<file path="src/sv/line_ellipsoid_intersection_core_assert.svh">
// Assertion macros, clocked on clk and disabled during arst_n.
`ifndef LINE_ELLIPSOID_INTERSECTION_CORE_ASSERT_SVH
`define LINE_ELLIPSOID_INTERSECTION_CORE_ASSERT_SVH
`ifndef SYNTHESIS
`define LEI_ASSERT(lbl, prop, msg) \
	lbl: assert property (@(posedge clk) disable iff (!arst_n) prop) else $error(msg);
`define LEI_NEVER(lbl, cond, msg) `LEI_ASSERT(lbl, !(cond), msg)
`else
`define LEI_ASSERT(lbl, prop, msg)
`define LEI_NEVER(lbl, cond, msg)
`endif
`endif

</file>
<file path="src/sv/lei_pkg.sv">
`default_nettype none
package lei_pkg;
	localparam int COORD_WIDTH_DEF = 32;
	localparam int FRAC_BITS_DEF   = 16;
	localparam int BIG_WIDTH_DEF   = 12 * COORD_WIDTH_DEF + 8;
	localparam int CFG_IDX_W       = 3;
	localparam int QUEUE_DEPTH     = 4;
	localparam int TU_HIT          = 0;
	localparam int TU_CLIPPED      = 1;

	typedef enum logic [CFG_IDX_W-1:0] {
		REG_AXIS_A   = 3'd0,
		REG_AXIS_B   = 3'd1,
		REG_AXIS_C   = 3'd2,
		REG_CENTER_X = 3'd3,
		REG_CENTER_Y = 3'd4,
		REG_CENTER_Z = 3'd5
	} cfg_reg_t;

	typedef enum logic [3:0] {
		BK_IDLE,
		BK_SETUP,
		BK_AXIS,
		BK_DISC,
		BK_CHECK,
		BK_ROOT,
		BK_PREP,
		BK_PMUL,
		BK_PDIV,
		BK_PSAT,
		BK_OUT
	} bk_state_t;

	typedef struct packed {
		logic start;
		logic sqrt_mode;
	} unit_ctl_t;

	typedef struct packed {
		logic busy;
		logic done;
	} unit_sts_t;
endpackage
`default_nettype wire

</file>
<file path="src/sv/lei_queue.sv">
`default_nettype none
module lei_queue import lei_pkg::*; #(
	parameter int WIDTH = 8,
	parameter int DEPTH = QUEUE_DEPTH
) (
	input  logic             clk,
	input  logic             arst_n,
	input  logic             push,
	input  logic [WIDTH-1:0] wdata,
	output logic             full,
	input  logic             pop,
	output logic [WIDTH-1:0] rdata,
	output logic             empty
);
	localparam int PTR_W = (DEPTH > 1) ? $clog2(DEPTH) : 1;
	localparam int CNT_W = $clog2(DEPTH + 1);

	logic [WIDTH-1:0] mem_q [DEPTH];
	logic [PTR_W-1:0] wr_ptr_q, rd_ptr_q;
	logic [CNT_W-1:0] count_q;

	assign full  = (count_q == CNT_W'(DEPTH));
	assign empty = (count_q == '0);
	assign rdata = mem_q[rd_ptr_q];

	always_ff @(posedge clk or negedge arst_n) begin
		if (!arst_n) begin
			wr_ptr_q <= '0;
			rd_ptr_q <= '0;
			count_q  <= '0;
		end else begin
			if (push)
				wr_ptr_q <= (wr_ptr_q == PTR_W'(DEPTH - 1)) ? '0 : wr_ptr_q + 1'b1;
			if (pop)
				rd_ptr_q <= (rd_ptr_q == PTR_W'(DEPTH - 1)) ? '0 : rd_ptr_q + 1'b1;
			if (push && !pop)
				count_q <= count_q + 1'b1;
			else if (pop && !push)
				count_q <= count_q - 1'b1;
		end
	end

	always_ff @(posedge clk) begin
		if (push)
			mem_q[wr_ptr_q] <= wdata;
	end
endmodule
`default_nettype wire

</file>
<file path="config.mk">
export PLATFORM = sky130hd
export DESIGN_NAME = lei_queue
export DESIGN_NICKNAME = d
export VERILOG_FILES = /design/src/sv/line_ellipsoid_intersection_core_assert.svh /design/src/sv/lei_pkg.sv /design/src/sv/lei_queue.sv
export SDC_FILE = /design/constraint.sdc
export NUM_CORES = 1
export LEC_CHECK = 0
export BUFFER_PORTS_ARGS = -buffer_cell sky130_fd_sc_hd__buf_2
export CORE_AREA = 2 2 63 65
export CTS_BUF_LIST = sky130_fd_sc_hd__clkbuf_4 sky130_fd_sc_hd__clkbuf_8 sky130_fd_sc_hd__clkbuf_16
export DETAILED_ROUTE_END_ITERATION = 16
export DIE_AREA = 0 0 65 67
export HOLD_SLACK_MARGIN = 0.15
export PLACE_DENSITY = 0.69
export SYNTH_ARGS = -nofsm -noshare
export SYNTH_HDL_FRONTEND = slang
export SYNTH_SLANG_ARGS = --single-unit
</file>
<file path="constraint.sdc">
create_clock -name clk -period 2.7 [get_ports clk]
set_clock_uncertainty 0.1 [all_clocks]
set_input_delay 0.27 -clock clk [delete_from_list [all_inputs] [get_ports clk]]
set_output_delay 0.27 -clock clk [all_outputs]
set_load 0.05 [all_outputs]
</file>
After elaboration in Yosys (flattened, before gate mapping)
Memory sizes are Yosys's and may differ from the RTL's. Index checks and enable logic that the tools add are counted.

Logic and storage cells: 23. Memories: 1. Register bits after elaboration: 7. Input bits: 12. Output and inout bits: 10. RAM bits: 32.

Reduce and logical (&&, ||, !) cells: 6. Equal/unequal tests: 3. Mux-type cells: 6. $add $sub $neg: 4.

Memories: mem_q (words 4, width 8, read ports 1, clocked after memory_dff 0, wr ports 1, line lei_queue.sv:18) `logic [WIDTH-1:0] mem_q [DEPTH];`.

Operators by type and width (number): $mux 3 (2); $add 2x1->2 const B (2); $eq 2x2->1 const B (2); $mux 2 (2); $add 3x1->3 const B (1); $eq 3x3->1 const B (1); $logic_not 3->1 (1); $sub 3x1->3 const B (1); $logic_and 1x1->1 (2); $logic_not 1->1 (2); $mux 1 (2); $reduce_bool 2->1 (1).

Depth between registers and ports, before layout
Word-level depth: 4. Depth in mapped cells: 7. Gate-level depth less buffers: 7.

Least setup slack after synthesis
No wires, ideal clock.

Path type: register to output. From: register count_q[0]. To: output full. Data required time: 2330 ps. Setup slack: 749 ps. Data arrival time: 1581 ps. Buffers on the path: 0. Stages on the path, launching flop included: 2. Cell sequence: dfrtp_1 nor3b_1.

Longest elaborated chain between the ends: 1.

RTL lines: start: declaration (line lei_queue.sv:20) `logic [CNT_W-1:0] count_q;`; start signal: assignment (line lei_queue.sv:37) `count_q <= count_q + 1'b1;`; start signal: assignment (line lei_queue.sv:39) `count_q <= count_q - 1'b1;`; $eq 3x3->1 (line lei_queue.sv:22) `assign full = (count_q == CNT_W'(DEPTH));`; end: declaration (line lei_queue.sv:10) `output logic full,`.

No other way between the ends.

Worst setup path in the final report
From: register rd_ptr_q[0]. To: output rdata[3].

Longest elaborated chain between the ends: 1.

RTL lines: start: declaration (line lei_queue.sv:19) `logic [PTR_W-1:0] wr_ptr_q, rd_ptr_q;`; start signal: assignment (line lei_queue.sv:35) `rd_ptr_q <= (rd_ptr_q == PTR_W'(DEPTH - 1)) ? '0 : rd_ptr_q + 1'b1;`; $mem_v2 4x8; end: declaration (line lei_queue.sv:12) `output logic [WIDTH-1:0] rdata,`.

No other way between the ends.

==> results by group <==
Finish
  • # diodes: 0
  • Most common cell after layout, fill and taps aside: edfxtp_1
  • Most frequent cells in the layout: 32 x edfxtp_1, 21 x buf_2, 9 x dlygate4sd3_1, 8 x mux4_2, 7 x dfrtp_1
  • Fin nets: 133
  • Non-filler cells, final: between 150 and 200
  • Share of layout cells above drive strength 1: 33.9%
  • Syn-to-layout area delta: 22.1%

Global route
  • Remaining global-route overflow: 0
  • Initial antenna violation count: 0
  • GRT Total Usage: ~14%
  • First-pass GRT wire length: 4150 um
  • Largest net degree at the start of global routing: 13
  • Vias in the first global route: around 840

Critical path
  • Worst setup path category: flop to output pin
  • CP arrival: 1800 ps
  • Critical R2R Capture: mem_q[0][4]
  • CP Capture Type: output pin
  • Worst-path maximum fanout: 11
  • Setup crit start kind: flop
  • Worst-path cell with the longest stage delay: dfrtp_1
  • Largest stage delay, worst path: 720 ps
  • Worst Reg-to-Reg Cells: 3
  • CP Cell Sequence: mux4_2 > buf_2
  • RR Startpoint: wr_ptr_q[0]
  • Flop2flop setup slack: 1170 ps
  • Worst EP required: 2330 ps

Detailed routing
  • Via count: 784
  • WL/cell: 14.9 um
  • Drt total wl: 2420 um
  • DRT antenna net count: 0
  • DRC Markers: 0
  • Vias per cell: 4.81
  • DRT Pass-1 Iters: 4
  • Initial DRC Count: 29

Synthesis
  • Syn Area/Cell: 19.8 um^2
  • Synth cell types: 18
  • Synth Instances: 79
  • Synth Register Bits: 39
  • YS warnings: 0
  • Mapped Nets: 98
  • Sequential share of the synthesized area: 72.5%
  • Mapped Area: 0.00157 mm^2

CTS
  • H-tree levels: 2
  • Hold_buf cts: 9
  • CTS resizes: 0
  • CTS Buffer Depth: 2
  • Setup bufs post-CTS: 0
  • Root buf cell: clkbuf_8
  • CTS Buf Count: 5
  • Worst skew pair latency: 280 ps
  • CTS tree: done
  • Sink Count: 39
  • Clock transition at path regs: 70 ps

Flow run
  • Max-cap violations: 0

Power
  • Power density over the cells: ~1100 mW/mm^2
  • Logic gate share of total power: a little over a third
  • Sequential Power Share: between 40% and 50%
  • Pint: 1330 uW
  • Sw Ratio: between 30% and 40%
  • Leak: about 0.00073 uW
  • NetSw: 780 uW
  • Peak supply drop: 0.489 mV
  • Clock power frac: 22.0%

Floorplan
  • Core Box Area: 0.00361 mm^2
  • Die outline area: 0.00436 mm^2
  • Die width: approximately 65 um
  • Std-Cell Rows: 22
  • I/O Pins: 22
  • Initial Util: 43.5%
  • Die extent in y: 67 um

Timing
  • Final Hold Viols: 0
  • RSZ-0062 raised after global routing: no
  • Max Transition Viols Final: 0
  • Highest Clock Rate: 462 MHz
  • Setup-failing EPs final: 0
  • Relative slew slack: 60.8%
  • Worst-Margin Slew: between 500 and 600 ps
  • Tcrit/Tclk final: 80.2%
  • Setup TNS: 0 ps
  • Minimum clock period: 2170 ps

Worst hold path
  • Hold Path Sink: rd_ptr_q[1]
  • Hold Path Depth: 2
  • Worst hold start: pop
  • Min-delay worst type: input port to flop

Placement
  • GPL Wtd Cong: 0.654
  • Count of input and output buffers: 21
  • HPWL after DPL: between 1500 and 2000 um
  • DP Cell Count: ~150

Run status
  • Status: finished clean
## worst max-delay path: cells and delay by family (launching register included)
kind	cells	cell delay, ps
buf+inv	1	220
mux	1	570
flops	1	720
## cells in the mapped netlist
master / count / share of area [%]
edfxtp_1: 32 / 61
mux4_2: 8 / 11
dfrtp_1: 7 / 11
ha_1: 6 / 4.8
and2_1: 4 / 1.6
inv_1: 4 / 0.96
mux2_2: 2 / 1.4
nand2_1: 2 / 0.48
nor2_1: 2 / 0.48
nor3_1: 2 / 0.64
o21ai_0: 2 / 0.64
xor2_1: 2 / 1.1
a21o_2: 1 / 0.56
buf_2: 1 / 0.32
buf_6: 1 / 0.72
fa_1: 1 / 1.3
nor3b_1: 1 / 0.48
xnor2_1: 1 / 0.56
## cells by family after synthesis
kind of cell | share of synthesized area [%]
adders and majority gates | 6.07
and+or+nand+nor | 3.67
xor gates and xnor gates | 1.68
DFF | 72.5
buffers and inverters | 1.99
AOI/OAI and AO/OA | 1.20
muxes | 12.9
## registers in the layout (all words and copies together) (netlist names)
signal,cells
count_q,3
mem_q,32
rd_ptr_q,2
wr_ptr_q,2
## per-layer routing
layer  vias to the layer above  global-route usage (%)  wire, um
met5                         -                       0         0
met4                         0                    7.98         9
met3                         2                    3.21       122
met2                        21                    22.6      1230
met1                       391                    16.8      1060
li1                        370                       -         -
## through the flow
step                      utilization [%]  setup WS, ps  hold WS, ps  total power, uW  cell area [um^2]
after floorplan                         -           749         -126             1510              1570
after global placement               47.6           800         6.95             1630              1720
after detailed placement             47.6           791         10.4             1660              1720
after CTS                            53.1           463          153             2140              1910
after global routing                 53.1           384          169             2220              1910
final                                53.1           535          165             2110              1910
## worst max-delay path by stage
stage,slack [ps],cells past startpoint,endpoint,start
5_1_grt,380,2,rdata[5],rd_ptr_q[0]
4_1_cts,460,2,rdata[2],rd_ptr_q[0]
3_5_place_dp,790,2,rdata[2],rd_ptr_q[0]
6_report,530,2,rdata[3],rd_ptr_q[0]
3_3_place_gp,800,2,rdata[5],rd_ptr_q[0]
2_1_floorplan,750,1,full,count_q[0]
## power by group through the flow
stage / sequential, uW / clock [uW] / combinational [uW]
2_1_floorplan: 851 / 0 / 657
3_3_place_gp: 919 / 0 / 708
3_5_place_dp: 932 / 0 / 730
4_1_cts: 920 / 474 / 743
5_1_grt: 936 / 505 / 784
6_report: 911 / 464 / 731
## layout make-up
class	instances	area [um^2]
Fill cell	314	1690
Sequential cell	39	1140
Multi-Input combinational cell	34	400
Timing Repair Buffer	30	195
Clock buffer	5	68.8
Tap cell	48	60.1
Clock inverter	3	38.8
Inverter	4	15.0
Power figures use the tool's default switching activity.
