`config.mk`:
```
export PLATFORM = sky130hd
export DESIGN_NAME = lei_front
export DESIGN_NICKNAME = d
export VERILOG_FILES = /design/src/sv/line_ellipsoid_intersection_core_assert.svh /design/src/sv/lei_pkg.sv /design/src/sv/lei_front.sv
export SDC_FILE = /design/constraint.sdc
export NUM_CORES = 1
export LEC_CHECK = 0
export ABC_CLOCK_PERIOD_IN_PS = 5600
export BUFFER_PORTS_ARGS = -buffer_cell sky130_fd_sc_hd__buf_2
export CAP_MARGIN = 40
export CORE_AREA = 2 2 225 227
export DETAILED_ROUTE_END_ITERATION = 10
export DIE_AREA = 0 0 227 229
export PLACE_DENSITY = 0.45
export SETUP_SLACK_MARGIN = 0.02
export SYNTH_ARGS = -nofsm -noshare
export SYNTH_HDL_FRONTEND = slang
export SYNTH_SLANG_ARGS = --single-unit
```
`constraint.sdc`:
```
create_clock -name vclk -period 5.6
set_clock_uncertainty 0.15 [all_clocks]
set_input_delay 1.12 -clock vclk [all_inputs]
set_output_delay 1.12 -clock vclk [all_outputs]
set_load 0.05 [all_outputs]
```
`src/sv/line_ellipsoid_intersection_core_assert.svh`:
```
// Assertion macros, clocked on clk and disabled during arst_n.
`ifndef LINE_ELLIPSOID_INTERSECTION_CORE_ASSERT_SVH
`define LINE_ELLIPSOID_INTERSECTION_CORE_ASSERT_SVH
`ifndef SYNTHESIS
`define LEI_ASSERT(lbl, prop, msg) \
	lbl: assert property (@(posedge clk) disable iff (!arst_n) prop) else $error(msg);
`define LEI_NEVER(lbl, cond, msg) `LEI_ASSERT(lbl, !(cond), msg)
`else
`define LEI_ASSERT(lbl, prop, msg)
`define LEI_NEVER(lbl, cond, msg)
`endif
`endif

```
`src/sv/lei_pkg.sv`:
```
`default_nettype none
package lei_pkg;
	localparam int COORD_WIDTH_DEF = 32;
	localparam int FRAC_BITS_DEF   = 16;
	localparam int BIG_WIDTH_DEF   = 12 * COORD_WIDTH_DEF + 8;
	localparam int CFG_IDX_W       = 3;
	localparam int QUEUE_DEPTH     = 4;
	localparam int TU_HIT          = 0;
	localparam int TU_CLIPPED      = 1;

	typedef enum logic [CFG_IDX_W-1:0] {
		REG_AXIS_A   = 3'd0,
		REG_AXIS_B   = 3'd1,
		REG_AXIS_C   = 3'd2,
		REG_CENTER_X = 3'd3,
		REG_CENTER_Y = 3'd4,
		REG_CENTER_Z = 3'd5
	} cfg_reg_t;

	typedef enum logic [3:0] {
		BK_IDLE,
		BK_SETUP,
		BK_AXIS,
		BK_DISC,
		BK_CHECK,
		BK_ROOT,
		BK_PREP,
		BK_PMUL,
		BK_PDIV,
		BK_PSAT,
		BK_OUT
	} bk_state_t;

	typedef struct packed {
		logic start;
		logic sqrt_mode;
	} unit_ctl_t;

	typedef struct packed {
		logic busy;
		logic done;
	} unit_sts_t;
endpackage
`default_nettype wire

```
`src/sv/lei_front.sv`:
```
`default_nettype none
module lei_front import lei_pkg::*; #(
	parameter int COORD_WIDTH = COORD_WIDTH_DEF
) (
	input  logic                          s_tvalid,
	output logic                          s_tready,
	input  logic [((6*COORD_WIDTH+7)/8)*8-1:0] s_tdata,
	input  logic [COORD_WIDTH-1:0]        center_x,
	input  logic [COORD_WIDTH-1:0]        center_y,
	input  logic [COORD_WIDTH-1:0]        center_z,
	input  logic                          q_full,
	output logic                          q_push,
	output logic [9*COORD_WIDTH+3:0]      q_wdata
);
	localparam int CW = COORD_WIDTH;

	logic [CW-1:0] ctr [3];
	logic [CW-1:0] pnt [3];

	assign ctr[0] = center_x;
	assign ctr[1] = center_y;
	assign ctr[2] = center_z;

	assign s_tready = !q_full;
	assign q_push   = s_tvalid && !q_full;

	// entry: p, d, x = p - center (one bit wider), zero-direction flag
	always_comb begin
		q_wdata = '0;
		for (int i = 0; i < 3; i++) begin
			pnt[i] = s_tdata[i*CW +: CW];
			q_wdata[i*CW +: CW]     = pnt[i];
			q_wdata[(3+i)*CW +: CW] = s_tdata[(3+i)*CW +: CW];
			q_wdata[6*CW + i*(CW+1) +: CW+1] =
				{pnt[i][CW-1], pnt[i]} - {ctr[i][CW-1], ctr[i]};
		end
		q_wdata[9*CW+3] = (s_tdata[6*CW-1:3*CW] == '0);
	end
endmodule
`default_nettype wire

```
# After elaboration in Yosys (flattened, before gate mapping)
# Index checks and enable logic that the tools add are counted.
op_classes:
  add_sub_neg: 3
  n_reduce_logical: 3
op_table:
  columns: ["op", "n"]
  rows:
  - ["$sub A32 B32 Y33", 3]
  - ["$logic_not A96 Y1", 1]
  - ["$logic_and A1 B1 Y1", 1]
  - ["$logic_not A1 Y1", 1]
totals:
  ff_bits: 0
  inputBits: 290

# Longest topological paths before layout
# Gate-level depths: netlist of run 1.
depth:
  ltp_word: 2
  ltp_mapped: 11
  mapped_depth_nobuf: 11

# Worst setup path before layout of run 1
# OpenSTA, ideal clock, no wires.
synth_path:
  path_type: "input port to output port"
  start: "input port center_y[1]"
  end: "output port q_wdata[256]"
  t_arrival_ns: 5.292
  required_time_ns: 4.330
  setup_slack_ns: -0.962
  cell_stages: 10
  n_path_buf: 0
  path_cell_list: "inv_1 > ha_1 > nor2b_1 > o21a_1 > a311o_1 > a22o_1 > a21oi_1 > o211ai_2 > mux2i_1 > a2111oi_0"
synth_between:
  elab_chain_len: 1
synth_rtl:
  columns: ["element", "line", "source"]
  rows:
  - ["start: declaration", "lei_front.sv:9", "input logic [COORD_WIDTH-1:0] center_y,"]
  - ["$sub A32 B32 Y33", "lei_front.sv:35", "{pnt[i][CW-1], pnt[i]} - {ctr[i][CW-1], ctr[i]};"]
  - ["end: declaration", "lei_front.sv:13", "output logic [9*COORD_WIDTH+3:0] q_wdata"]
# Every way passes these cells.

# Worst setup path in the final report of run 1
layout_path:
  start: "input port center_x[1]"
  end: "output port q_wdata[223]"
layout_between:
  elab_chain_len: 1
layout_rtl:
  columns: ["element", "line", "source"]
  rows:
  - ["start: declaration", "lei_front.sv:8", "input logic [COORD_WIDTH-1:0] center_x,"]
  - ["$sub A32 B32 Y33", "lei_front.sv:35", null]
# Every way passes these cells.

==> results of run 1 <==
-- cell type report --
type / count / share of cell area (%)
multi-input combinational: 698 / 53.9
timing repair buffer: 590 / 31.8
tap: 672 / 9.00
inverter: 125 / 5.02
antenna: 13 / 0.348
-- kinds of logic (layout without fill, tap and decap cells) --
| group | count (synthesis) | in the layout |
|---|---|---|
| other cells | 0 | 13 |
| mux | 2 | 2 |
| simple gates | 237 | 237 |
| buf+inv | 337 | 715 |
| compound gates | 280 | 280 |
| fa+ha+maj | 99 | 99 |
| xor+xnor | 80 | 80 |
-- critical path: stages --
cell,delay [ns]
buf_2,0.12
inv_1,0.05
ha_1,0.26
nor2b_1,0.17
o2111ai_1,0.20
a211oi_1,0.48
a21oi_2,0.20
o31ai_2,0.39
a221o_4,0.31
nor3_1,0.07
a311oi_1,0.34
buf_2,0.33
-- per-layer routing --
metal / global-route usage, % / vias up / wire [um]
met5: 0 / - / 0
met4: 8.29 / 0 / 2680
met3: 2.32 / 82 / 2700
met2: 25.9 / 426 / 19800
met1: 13.8 / 3994 / 13500
li1: - / 4204 / -
-- placed cells by master, fill, tap and decap left out, types with 2 or more instances in the layout --
cell type / count
fa_1: 3
diode_2: 13
nor3_1: 8
nand3_1: 20
a31o_2: 2
xnor2_1: 48
nand2b_1: 7
o21ai_0: 48
buf_2: 584
o31a_1: 2
o21ai_1: 3
or3_1: 3
a211oi_1: 6
xor2_1: 32
nand2_1: 64
a31oi_1: 7
nand4_1: 23
a311oi_1: 3
nor2b_1: 16
mux2i_1: 2
buf_4: 6
nor4_1: 26
a21boi_0: 4
inv_1: 125
a21oi_1: 86
and3_1: 8
ha_1: 96
o2111ai_1: 2
o22ai_1: 2
a21o_1: 44
o211ai_1: 10
nor3b_1: 3
o311a_1: 2
nor2_1: 48
o21bai_1: 10
nand3b_1: 2
o31ai_1: 7
o21a_1: 16
-- power groups by stage --
stage | sequential, uW | clock (uW) | combinational [uW]
2_1_floorplan | 0 | 0 | 1460
3_3_place_gp | 0 | 0 | 1910
3_5_place_dp | 0 | 0 | 1900
4_1_cts | 0 | 0 | 1910
5_1_grt | 0 | 0.000216 | 2020
6_report | 0 | 0.000315 | 1910
-- metrics by stage --
stage / power (uW) / util, % / setup WS, ns / std cells / area (um^2)
2_1_floorplan: 1460 / - / 0.182 / 1035 / 7020
3_3_place_gp: 1910 / 18.7 / 0.379 / 2085 / 9310
3_5_place_dp: 1900 / 18.7 / 0.341 / 2085 / 9310
4_1_cts: 1910 / 18.7 / 0.330 / 2085 / 9310
5_1_grt: 2020 / 18.8 / 0.0382 / 2094 / 9330
6_report: 1910 / 18.8 / 0.272 / 2098 / 9340
-- how the worst max path moves through the flow --
stage | endpoint | slack (ns) | cells after the start
global route | q_wdata[220] | 0.04 | 13
floorplan | q_wdata[223] | 0.18 | 9
global placement | q_wdata[255] | 0.38 | 12
detailed placement | q_wdata[223] | 0.34 | 12
CTS | q_wdata[223] | 0.33 | 12
finish | q_wdata[223] | 0.27 | 12
==> results.sh, run 1 <==
export IMPL_synth_seq_area_share_pct=0
export IMPL_final_setup_tns_ns=0
export IMPL_track_usage_pct=13.7
export IMPL_post_synth_top_area_fraction_pct=20.6
export IMPL_postCtsSetupBuffers=0
export IMPL_finalWirelength_um=38700
export IMPL_hold_depth=2
export IMPL_globalplace_congestion=0.934
export IMPL_synth_compound_area_share_pct=26.4
export IMPL_n_sequential_cell=0
export IMPL_drc=0
export IMPL_dp_hpwl_um=34900
export IMPL_grt_antenna_before_repair=26
export IMPL_syn_inst=1035
export IMPL_synthTopCellsByCount="192 x buf_4, 125 x inv_1, 96 x ha_1"
export IMPL_wl_per_cell_um=18.4
export IMPL_endpoint_kind="output port"
export IMPL_die_height_um=229
export IMPL_core_region_area_mm2=0.0497
export IMPL_clkbuf_count=0
export IMPL_route_antenna_remaining_nets=0
export IMPL_p_int_uw=503
export IMPL_path_class="in -> out"
export IMPL_post_route_min_period_ns=5.33
export IMPL_critPathMaxFanout=6
export IMPL_rsz0062_at_grt="no"
export IMPL_multi_input_area_mm2=0.00503
export IMPL_num_nets_final=1804
export IMPL_hp_class="in -> out"
export IMPL_slew_limit_headroom_pct=50.0
export IMPL_max_freq_ghz=0.188
export IMPL_rows=82
export IMPL_setup_violations=0
export IMPL_io_buffers=584
export IMPL_grt_pass1_wl_um=53300
export IMPL_synth_simple_area_share_pct=17.0
export IMPL_cp_startpoint="center_x[1]"
export IMPL_synth_xor_area_share_pct=9.99
export IMPL_drt_vias_per_instance=4.15
export IMPL_fillers=5816
export IMPL_outcome="complete, no violations"
export IMPL_yosys_cell_count_top_type="buf_4"
export IMPL_yosysWarnings=0
export IMPL_tightest_slew_ns=0.744
export IMPL_syn_num_nets=1424
export IMPL_avgSynthCellArea_um2=6.77
export IMPL_p_sw_uw=1400
export IMPL_p_seq_share_pct=0
export IMPL_vias=8706
export IMPL_grt_pass1_vias=8292
export IMPL_dieArea_mm2=0.0520
export IMPL_pwr_share_clk_pct=0
export IMPL_synthMuxAreaShare_pct=0.286
export IMPL_required_ns=4.33
export IMPL_drt_pre_antenna_iters=5
export IMPL_hold_buffers=0
export IMPL_synthDistinctLibCells=71
export IMPL_synthAdderAreaFrac_pct=18.0
export IMPL_p_per_area_mw_per_mm2=204
export IMPL_synth_area_mm2=0.00701
export IMPL_synth_top_family_by_area="buffers and inverters"
export IMPL_combPwrFrac_pct=100.0
export IMPL_whs_ns=2.39
export IMPL_min_from="s_tdata[64]"
export IMPL_post_route_period_util_pct=95.1
export IMPL_yosysTopAreaCell="buf_4"
export IMPL_finalHoldViolations=0
export IMPL_crit_arrival_ns=4.06
export IMPL_grt_overflow=0
export IMPL_start_util_pct=14.1
export IMPL_drtIter0Drc=294
export IMPL_post_cts_resized=0
export IMPL_switching_share_pct=73.6
export IMPL_io_pins=584
export IMPL_p_leak_uw=0.00516
export IMPL_drive_gt1_share_pct=43.0
export IMPL_synthToLayoutAreaGrowth_pct=33.2
export IMPL_startpoint_type="primary input"
export IMPL_max_cap_violations=0
export IMPL_grt_max_degree=10
export IMPL_die_w_um=227
export IMPL_seq_area_um2=0
export IMPL_ir_drop_mv=0.100
export IMPL_slew_viol_final=0
export IMPL_worstHoldEndpoint="q_wdata[64]"
export IMPL_synthTopCellsByArea="buf_4 21%, ha_1 17%, inv_1 6.7%"
(Power assumes the default switching activity.)
==> inputs of run 2 (changes only) <==
ABC_CLOCK_PERIOD_IN_PS = 4800   (was 5600)
CORE_AREA = 2 2 224 226   (was 2 2 225 227)
DIE_AREA = 0 0 226 228   (was 0 0 227 229)
PLACE_DENSITY = 0.46   (was 0.45)
clock period = 4.8 ns   (was 5.6 ns; I/O delays follow)
==> run 2 against run 1 <==
Against the previous run: flip-flop and latch count stayed put; wire length is 0.88% lower; non-clock buffer count is 28 higher; clock-buffer cell count stayed put; die area is 0.88% lower; core utilization is 0.73 points higher.
==> results.sh, run 2 (same netlist as run 1, synthesis figures left out) <==
export IMPL_grt_overflow=0
export IMPL_required_ns=3.69
export IMPL_drt_vias_per_instance=4.16
export IMPL_io_pins=584
export IMPL_hp_class="in -> out"
export IMPL_route_antenna_remaining_nets=0
export IMPL_slew_limit_headroom_pct=70.5
export IMPL_globalplace_congestion=0.947
export IMPL_whs_ns=2.07
export IMPL_drt_pre_antenna_iters=5
export IMPL_max_freq_ghz=0.214
export IMPL_n_sequential_cell=0
export IMPL_die_w_um=226
export IMPL_tightest_slew_ns=0.438
export IMPL_track_usage_pct=13.8
export IMPL_outcome="complete, no violations"
export IMPL_grt_max_degree=10
export IMPL_start_util_pct=14.2
export IMPL_post_place_cells=2112
export IMPL_drc=0
export IMPL_ir_drop_mv=0.118
export IMPL_endpoint_kind="output port"
export IMPL_vias=8822
export IMPL_finalHoldViolations=0
export IMPL_post_route_cell_area_mm2=0.00964
export IMPL_startpoint_type="primary input"
export IMPL_p_per_area_mw_per_mm2=237
export IMPL_dpl_instance_area_mm2=0.00953
export IMPL_setup_violations=0
export IMPL_preCtsSetupSlack_ns=-0.0198
export IMPL_post_route_min_period_ns=4.67
export IMPL_rsz0062_at_grt="no"
export IMPL_wl_per_cell_um=18.1
export IMPL_drive_gt1_share_pct=44.9
export IMPL_crit_arrival_ns=3.56
export IMPL_layout_commonest_cell="buf_2"
export IMPL_slowest_delay_ns=0.44
export IMPL_post_route_worst_setup_slack_ns=0.131
export IMPL_final_cells=2119
export IMPL_rows=82
export IMPL_path_class="in -> out"
export IMPL_num_nets_final=1832
export IMPL_critPathMaxFanout=6
export IMPL_cp_cell_sequence="buf_2 > ha_1 > and4_4 > and2_4 > a221o_1 > a21oi_4 > o31ai_2 > a221o_4 > o311a_1 > buf_2"
export IMPL_grt_pass1_vias=8552
export IMPL_dp_hpwl_um=34400
export IMPL_max_cap_violations=0
export IMPL_core_region_area_mm2=0.0493
export IMPL_seq_area_um2=0
export IMPL_final_util_pct=19.5
export IMPL_slowest_stage="a221o_4"
export IMPL_clkbuf_count=0
export IMPL_dieArea_mm2=0.0515
export IMPL_grt_antenna_before_repair=23
export IMPL_drtIter0Drc=331
export IMPL_hold_buffers=0
export IMPL_die_height_um=228
export IMPL_finalWirelength_um=38300
export IMPL_synthToLayoutAreaGrowth_pct=37.6
export IMPL_grt_pass1_wl_um=53600
export IMPL_slew_viol_final=0
export IMPL_final_cell_mix="573 x buf_2, 125 x inv_1, 96 x ha_1, 83 x a21oi_1, 64 x nand2_1"
export IMPL_crit_top_cell="buf_2"
export IMPL_io_buffers=584
export IMPL_p_leak_uw=0.00533
export IMPL_post_route_period_util_pct=97.3
-- run 2: cell types whose count changed in the layout (fill, tap and decap cells not counted), sizes merged --
cell    previous run  this run
diode             13         6
clkbuf             0         5
buf              590       613
-- run 2: worst paths after layout --
check	slack (ns)	start	endpoint	cells past startpoint
worst max-delay path	0.13	s_tdata[10]	q_wdata[221]	10
worst min-delay path	2.07	s_tdata[98]	q_wdata[98]	2
-- run 2: layout make-up --
| type | instances | area, um^2 |
|---|---|---|
| antenna | 6 | 15.0 |
| timing repair buffer | 618 | 3210 |
| tap | 672 | 841 |
| inverter | 125 | 469 |
| multi-input combinational | 698 | 5110 |
| fill | 5725 | 39700 |
-- run 2: stage by stage --
| step | TNS (ns) | total power [uW] |
|---|---|---|
| final | 0 | 2280 |
| after global routing | 0 | 2410 |
| after CTS | 0 | 2270 |
| after detailed placement | -0.0250 | 2250 |
| after global placement | -0.0195 | 2260 |
| after floorplan | -0.106 | 1710 |
-- run 2: layer usage --
metal | global-route usage (%) | vias up | routed length (um) | part of all wire (%)
li1 | - | 4230 | - | -
met1 | 14.0 | 4058 | 13600 | 35
met2 | 26.7 | 448 | 19500 | 51
met3 | 2.11 | 86 | 2570 | 6.7
met4 | 7.43 | 0 | 2700 | 7.0
met5 | 0 | - | 0 | 0
-- run 2: what timing repair did --
action,in CTS,in global routing
endpoints found under the setup margin,5,25
pin swaps,0,6
resized for setup,4,28
gates cloned,0,0
buffers inserted,0,1
-- run 2: critical path: cells and delay by family --
family	cells	cell delay, ns
buffers and inverters	2	0.35
AOI/OAI and AO/OA	5	1.48
and+or+nand+nor	2	0.38
adders and majority gates	1	0.38
-- run 2: where the power goes --
group | total [uW] | switching, uW | internal (uW)
sequential | 0 | 0 | 0
clock | 0.000168 | 0 | 0.000168
combinational | 2280 | 1650 | 632
total | 2280 | 1650 | 632
